[src/hw/rtl/gcl_pkg.sv]
// Shared constants, types and the command and status structs of the gcd/lcm unit.
package gcl_pkg;

  localparam int OPERAND_WIDTH = 16;
  localparam int CNT_W = (OPERAND_WIDTH > 1) ? $clog2(OPERAND_WIDTH) : 1;
  localparam int PROD_W = 2 * OPERAND_WIDTH;

  localparam logic FUNC_GCD = 1'b0;
  localparam logic FUNC_LCM = 1'b1;

  typedef enum logic [2:0] {
    S_IDLE,
    S_GCD,
    S_DIV,
    S_MUL,
    S_FIN
  } state_t;

  typedef struct packed {
    logic load;
    logic gcd_step;
    logic set_gcd;
    logic set_zero;
    logic div_init;
    logic div_step;
    logic mul;
    logic out_load;
  } cmd_t;

  typedef struct packed {
    logic sel;
    logic zero;
    logic gcd_done;
    logic div_last;
  } status_t;

endpackage

[src/hw/rtl/gcd_lcm_unit_top.sv]
// Top level of the gcd/lcm unit: controller plus datapath.
// The input channel (in_valid, in_stall, func, operand_a, operand_b) takes one
// request when in_valid is high and in_stall is low. The output channel
// (out_valid, out_stall, result) delivers one result per request, the gcd
// when func is 0 and the lcm when func is 1.
// The binary gcd loop sets most of the latency. A gcd is taken into the
// operand registers, reduced by the binary gcd loop, written to the result
// register and then moved into the output register. An lcm adds a restoring
// division of operand_a by the gcd and the multiplication of the quotient by
// operand_b before the result reaches the output register.
// One request is worked on at a time; the next one is taken the cycle after
// the previous result has moved into the output register, even while that
// result still waits to be taken.
// A zero operand gives gcd(0, b) = b, gcd(a, 0) = a and an lcm of 0.
// Reset empties the output register and returns the controller to idle.
// While out_valid and out_stall are both high the result holds; a finished
// computation then waits in the controller and in_stall stays high.
module gcd_lcm_unit_top (
  input  logic                              clk,
  input  logic                              rst,
  input  logic                              in_valid,
  output logic                              in_stall,
  input  logic                              func,
  input  logic [gcl_pkg::OPERAND_WIDTH-1:0] operand_a,
  input  logic [gcl_pkg::OPERAND_WIDTH-1:0] operand_b,
  output logic                              out_valid,
  input  logic                              out_stall,
  output logic [31:0]                       result
);
  import gcl_pkg::*;

  cmd_t    cmd;
  status_t status;

  gcl_ctrl u_ctrl (
    .clk       (clk),
    .rst       (rst),
    .in_valid  (in_valid),
    .in_stall  (in_stall),
    .out_valid (out_valid),
    .out_stall (out_stall),
    .status    (status),
    .cmd       (cmd)
  );

  gcl_datapath u_datapath (
    .clk       (clk),
    .func      (func),
    .operand_a (operand_a),
    .operand_b (operand_b),
    .cmd       (cmd),
    .status    (status),
    .result    (result)
  );

endmodule

[src/hw/rtl/gcl_datapath.sv]
// Datapath of the gcd/lcm unit: binary gcd, restoring divider and multiplier.
module gcl_datapath (
  input  logic                                clk,
  input  logic                                func,
  input  logic [gcl_pkg::OPERAND_WIDTH-1:0]   operand_a,
  input  logic [gcl_pkg::OPERAND_WIDTH-1:0]   operand_b,
  input  gcl_pkg::cmd_t                       cmd,
  output gcl_pkg::status_t                    status,
  output logic [31:0]                         result
);
  import gcl_pkg::*;

  logic                     sel;
  logic [OPERAND_WIDTH-1:0] a_reg;
  logic [OPERAND_WIDTH-1:0] b_reg;
  logic [OPERAND_WIDTH-1:0] x;
  logic [OPERAND_WIDTH-1:0] y;
  logic [CNT_W-1:0]         k;
  logic [OPERAND_WIDTH-1:0] g;
  logic [OPERAND_WIDTH-1:0] quo;
  logic [OPERAND_WIDTH-1:0] rem;
  logic [CNT_W-1:0]         cnt;
  logic [31:0]              res;

  logic [OPERAND_WIDTH-1:0] gcd_val;
  logic [OPERAND_WIDTH:0]   trial;
  logic [OPERAND_WIDTH:0]   trial_diff;
  logic [PROD_W-1:0]        prod;
  logic [63:0]              prod_ext;

  assign gcd_val    = OPERAND_WIDTH'(x << k);
  assign trial      = {rem, quo[OPERAND_WIDTH-1]};
  assign trial_diff = trial - {1'b0, g};
  assign prod       = PROD_W'(quo) * PROD_W'(b_reg);
  assign prod_ext   = 64'(prod);

  assign status.sel      = sel;
  assign status.zero     = (a_reg == '0) || (b_reg == '0);
  assign status.gcd_done = status.zero || (x == y);
  assign status.div_last = (cnt == CNT_W'(OPERAND_WIDTH - 1));

  always_ff @(posedge clk) begin
    if (cmd.load) begin
      sel   <= func;
      a_reg <= operand_a;
      b_reg <= operand_b;
      x     <= operand_a;
      y     <= operand_b;
      k     <= '0;
    end else if (cmd.gcd_step) begin
      if (!x[0] && !y[0]) begin
        x <= x >> 1;
        y <= y >> 1;
        k <= k + 1'b1;
      end else if (!x[0]) begin
        x <= x >> 1;
      end else if (!y[0]) begin
        y <= y >> 1;
      end else if (x > y) begin
        x <= (x - y) >> 1;
      end else begin
        y <= (y - x) >> 1;
      end
    end

    if (cmd.set_gcd) begin
      res <= status.zero ? 32'(a_reg | b_reg) : 32'(gcd_val);
    end else if (cmd.set_zero) begin
      res <= '0;
    end else if (cmd.mul) begin
      res <= (|prod_ext[63:32]) ? 32'hFFFF_FFFF : prod_ext[31:0];
    end

    if (cmd.div_init) begin
      g   <= gcd_val;
      quo <= a_reg;
      rem <= '0;
      cnt <= '0;
    end else if (cmd.div_step) begin
      if (!trial_diff[OPERAND_WIDTH]) begin
        rem <= trial_diff[OPERAND_WIDTH-1:0];
        quo <= {quo[OPERAND_WIDTH-2:0], 1'b1};
      end else begin
        rem <= trial[OPERAND_WIDTH-1:0];
        quo <= {quo[OPERAND_WIDTH-2:0], 1'b0};
      end
      cnt <= cnt + 1'b1;
    end

    if (cmd.out_load) begin
      result <= res;
    end
  end

endmodule

[src/hw/rtl/gcl_ctrl.sv]
// Controller of the gcd/lcm unit: sequences the datapath and owns the handshakes.
module gcl_ctrl (
  input  logic              clk,
  input  logic              rst,
  input  logic              in_valid,
  output logic              in_stall,
  output logic              out_valid,
  input  logic              out_stall,
  input  gcl_pkg::status_t  status,
  output gcl_pkg::cmd_t     cmd
);
  import gcl_pkg::*;

  state_t state;
  state_t state_next;
  logic   out_valid_next;

  always_ff @(posedge clk) begin
    if (rst) begin
      state     <= S_IDLE;
      out_valid <= 1'b0;
    end else begin
      state     <= state_next;
      out_valid <= out_valid_next;
    end
  end

  always_comb begin
    state_next = state;
    cmd        = '0;
    in_stall   = 1'b1;
    out_valid_next = out_valid && out_stall;
    case (state)
      S_IDLE: begin
        in_stall = 1'b0;
        if (in_valid) begin
          cmd.load   = 1'b1;
          state_next = S_GCD;
        end
      end
      S_GCD: begin
        if (!status.gcd_done) begin
          cmd.gcd_step = 1'b1;
        end else if (status.sel == FUNC_GCD) begin
          cmd.set_gcd = 1'b1;
          state_next  = S_FIN;
        end else if (status.zero) begin
          cmd.set_zero = 1'b1;
          state_next   = S_FIN;
        end else begin
          cmd.div_init = 1'b1;
          state_next   = S_DIV;
        end
      end
      S_DIV: begin
        cmd.div_step = 1'b1;
        if (status.div_last) begin
          state_next = S_MUL;
        end
      end
      S_MUL: begin
        cmd.mul    = 1'b1;
        state_next = S_FIN;
      end
      S_FIN: begin
        if (!out_valid || !out_stall) begin
          cmd.out_load   = 1'b1;
          out_valid_next = 1'b1;
          state_next     = S_IDLE;
        end
      end
      default: begin
        state_next = S_IDLE;
      end
    endcase
  end

endmodule

[config.mk]
export PLATFORM = sky130hd
export DESIGN_NAME = gcd_lcm_unit_top
export DESIGN_NICKNAME = d
export VERILOG_FILES = /design/src/hw/rtl/gcl_pkg.sv /design/src/hw/rtl/gcd_lcm_unit_top.sv /design/src/hw/rtl/gcl_datapath.sv /design/src/hw/rtl/gcl_ctrl.sv
export SDC_FILE = /design/constraint.sdc
export NUM_CORES = 1
export LEC_CHECK = 0
export BUFFER_PORTS_ARGS = -buffer_cell sky130_fd_sc_hd__buf_2
export CAP_MARGIN = 40
export CORE_ASPECT_RATIO = 0.9
export CORE_MARGIN = 5
export CORE_UTILIZATION = 41
export CTS_CLUSTER_DIAMETER = 40
export DETAILED_ROUTE_END_ITERATION = 6
export MAX_ROUTING_LAYER = met4
export PLACE_DENSITY_LB_ADDON = 0.05
export SYNTH_ARGS = -nofsm -noshare
export SYNTH_HDL_FRONTEND = slang
export SYNTH_HIERARCHICAL = 1
export SYNTH_SLANG_ARGS = --single-unit
[constraint.sdc]
create_clock -name clk -period 5.8 [get_ports clk]
set_clock_uncertainty 0.1 [all_clocks]
set_input_delay 0.58 -clock clk [delete_from_list [all_inputs] [get_ports clk]]
set_output_delay 0.58 -clock clk [all_outputs]
set_load 0.01 [all_outputs]
==> Flow_metrics.wiki <==
{| class="wikitable"
! Metric !! Value
|-
| Cell Area, Synth || 0.0192 mm²
|-
| Slowest stage cell, crit path || fa_1
|-
| Maximum number of pins on one net before global-route repair || 84
|-
| Cells traversed along the worst timing path || buf_4 > and2_1 > fa_1 > inv_1 > fa_1 > inv_1 > ha_1 > fa_1 > fa_1 > fa_1 > ha_1 > a21o_1 > nor3_2 > a221oi_2 > a41o_1 > a21o_4 > a221oi_4 > xor2_1 > nor2_1
|-
| Share of the synthesized area in the top cell type || 25.2%
|-
| Worst slack after detailed placement || -0.338 ns
|-
| Placer Congestion || 0.860
|-
| Estimated wirelength of the detail-placed design || 41.9 mm
|-
| Sink Count || 189
|-
| H-tree levels || 4
|-
| Top Registers || u_datapath/res x32, u_datapath/result x32
|-
| Number of design rule violations left after detail routing || 0
|-
| Clk pin slew, worst setup/hold paths || 0.08 ns
|-
| Number of port buffers || 70
|-
| Power density relative to cell area || 444 mW/mm²
|-
| Part of the cycle the worst path needs || 103%
|-
| Via count of the routed design || 14,500
|-
| CTS Buffer Depth || 2
|-
| Synth warnings || 6
|-
| Number of hold violations in the final report || 0
|-
| Syn_nets || 2,379
|-
| Vert. Die Dim || 215 µm
|-
| Std cell rows || 75
|-
| Synth area leaders || edfxtp_1 25%, fa_1 21%, ha_1 10%
|-
| Largest area contributor in the synthesized netlist || edfxtp_1
|-
| Total leakage power || 10.1 nW
|-
| Aggregate global-route resource usage || 21.2%
|-
| Vias per inst || 5.19
|-
| Global route total overflow || 0
|-
| Number of register bits inferred by synthesis || 189
|-
| Max Transition Viols Final || 0
|-
| Synth unique cells || 83
|-
| Primary FF master, synth || edfxtp_1
|-
| Clock latency of the later-clocked register in the worst-skew pair || 0.50 ns
|-
| Via count of the first global-routing pass || 14,300
|-
| IO Count || 71
|-
| Setup repair after global routing missed its margin || true
|-
| Final worst-path setup slack || -0.173 ns
|-
| Die area || 0.0512 mm²
|-
| Critical path peak fanout || 6
|-
| Average wire length per cell after detail routing || 18.8 µm
|-
| Share of synthesized flip-flops with an asynchronous set or reset || 0%
|-
| Crit path launch type || flop
|-
| Run status || finished with violations
|-
| Cell area after layout || 0.0223 mm²
|-
| Global-route wire length before repair || 82.1 mm
|-
| Area grow syn2layout || 16.2%
|-
| Fraction of the yosys area taken by sequential cells || 28.1%
|-
| Number of DRC violations after detailed-routing iteration 0 || 841
|-
| Final setup vio count || 13
|-
| Worst Setup Path Type || flop to flop
|-
| Number of iterations in the first detailed-routing pass || 7
|-
| Root Driver || clkbuf_16
|-
| Core area || 0.0465 mm²
|-
| Violations in the final reports || negative setup slack
|-
| Maximum clock rate || 0.167 GHz
|-
| Min-Delay Path Class || input pin to flop
|-
| Number of buffers and inverters on the critical path || 3
|-
| Kind of cell with the highest combined delay on the critical path || adder cells
|-
| Synth top cells by count || 306 x inv_1, 213 x nand2_1, 197 x fa_1
|-
| Chip Width || 238 µm
|-
| Most repeated library cell on the critical path || fa_1
|-
| Slowest cell delay on critical path || 0.56 ns
|-
| Clock tree from TritonCTS || yes
|-
| Antenna Violating Nets Remaining || 0
|-
| Most used standard cell by instance count after synthesis || inv_1
|-
| Layout cell share with drive strength beyond 1 || 18.1%
|-
| Post-DP Area || 0.0211 mm²
|-
| Post-layout min period || 5.97 ns
|-
| Number of enable-type register cells in the synthesized netlist || 161
|-
| Number of instances in the synthesized netlist || 1,991
|-
| Syn_area_per_cell || 9.63 µm²
|-
| Data arrival at the endpoint of the critical path || 6.09 ns
|-
| Final WL || 52.3 mm
|-
| Post-CTS Hold Buffers || 0
|-
| Worst endpoint required time || 5.92 ns
|-
| Max-cap violation count || 0
|-
| Slew HR || 39.3%
|-
| Worst slew pin tran || 0.911 ns
|-
| # nets final || 2,544
|-
| Initial core utilization || 41.3%
|-
| Crit end category || flop
|-
| Number of clock buffers inserted by TritonCTS || 17
|-
| Antenna violations before repair || 4
|-
| Largest voltage drop on the vdd net || 0.000460 V
|}
## final timing paths
path | slack, ns | cells past startpoint | startpoint | end
max reg2reg | -0.17 | 19 | u_datapath/quo[4] | u_datapath/res[28]
max | -0.17 | 19 | u_datapath/quo[4] | u_datapath/res[28]
min reg2reg | 0.31 | 0 | u_datapath/res[18] | u_datapath/result[18]
min | 0.16 | 1 | func | u_datapath/sel
## cells by family (layout without fill, tap and decap cells)
family                   count (synthesis)  after routing  synth area share [%]
adder cells (fa/ha/maj)                351            351                  30.6
other                                    0              2                     0
AND/OR/NAND/NOR                        588            588                  15.3
buffers and inverters                  411            589                  8.27
multiplexers                            44             44                  2.82
flip-flops                             189            189                  28.1
XOR/XNOR                                59             59                  2.69
AO/OA/AOI/OAI                          349            349                  12.2
## report_power, final
part | internal (W) | switching, W
logic | 0.00329 | 0.00350
registers | 0.00178 | 0.000112
clock network | 0.000596 | 0.000608
## timing repair
item | CTS | global route
setup buffers | 26 | 5
gates resized for setup | 47 | 34
pin swaps | 43 | 40
setup endpoints to repair | 17 | 18
## placed cells by master, fill, tap and decap left out, types with 18 or more instances in the layout
cell	count
fa_1	191
a21o_1	39
nor2_1	88
mux2i_1	18
and2_1	124
o21ai_0	58
inv_1	300
dfxtp_1	28
a21oi_1	81
ha_1	145
mux2_2	20
nand2b_1	20
edfxtp_1	161
nand2_1	209
xor2_1	28
buf_4	159
clkbuf_16	18
a211oi_1	19
xnor2_1	28
nor3_1	20
buf_2	70
## layout make-up
type                    count  area (µm²)
diodes                      2        5.00
flip-flops and latches    189        5400
inverters                 307        1150
repair buffers            250        1810
clock inverters            12         124
fillers                  4425       24200
clock buffers              20         458
well taps                 616         771
multi-input cells        1391       12600
## stage by stage
stage	cells	utilization, %	power [W]	hold slack (ns)	setup TNS (ns)
after floorplan	1991	-	0.00585	0.300	-0.0379
after global placement	2720	45.4	0.00797	0.304	-2.30
after detailed placement	2722	45.4	0.00800	0.305	-3.48
after CTS	2780	47.5	0.00952	0.120	-1.96
after global routing	2787	47.9	0.0108	0.139	-4.95
final	2787	47.9	0.00989	0.159	-1.48
## metal layers
metal / global-route usage (%) / up-vias / wire length (µm)
met2: 30.3 / 271 / 23100
li1: - / 6985 / -
met3: 3.38 / 44 / 2030
met1: 31.1 / 7167 / 26100
met4: 5.91 / 0 / 1070
met5: - / - / 0
No activity file was read; power rests on OpenSTA's default activity.
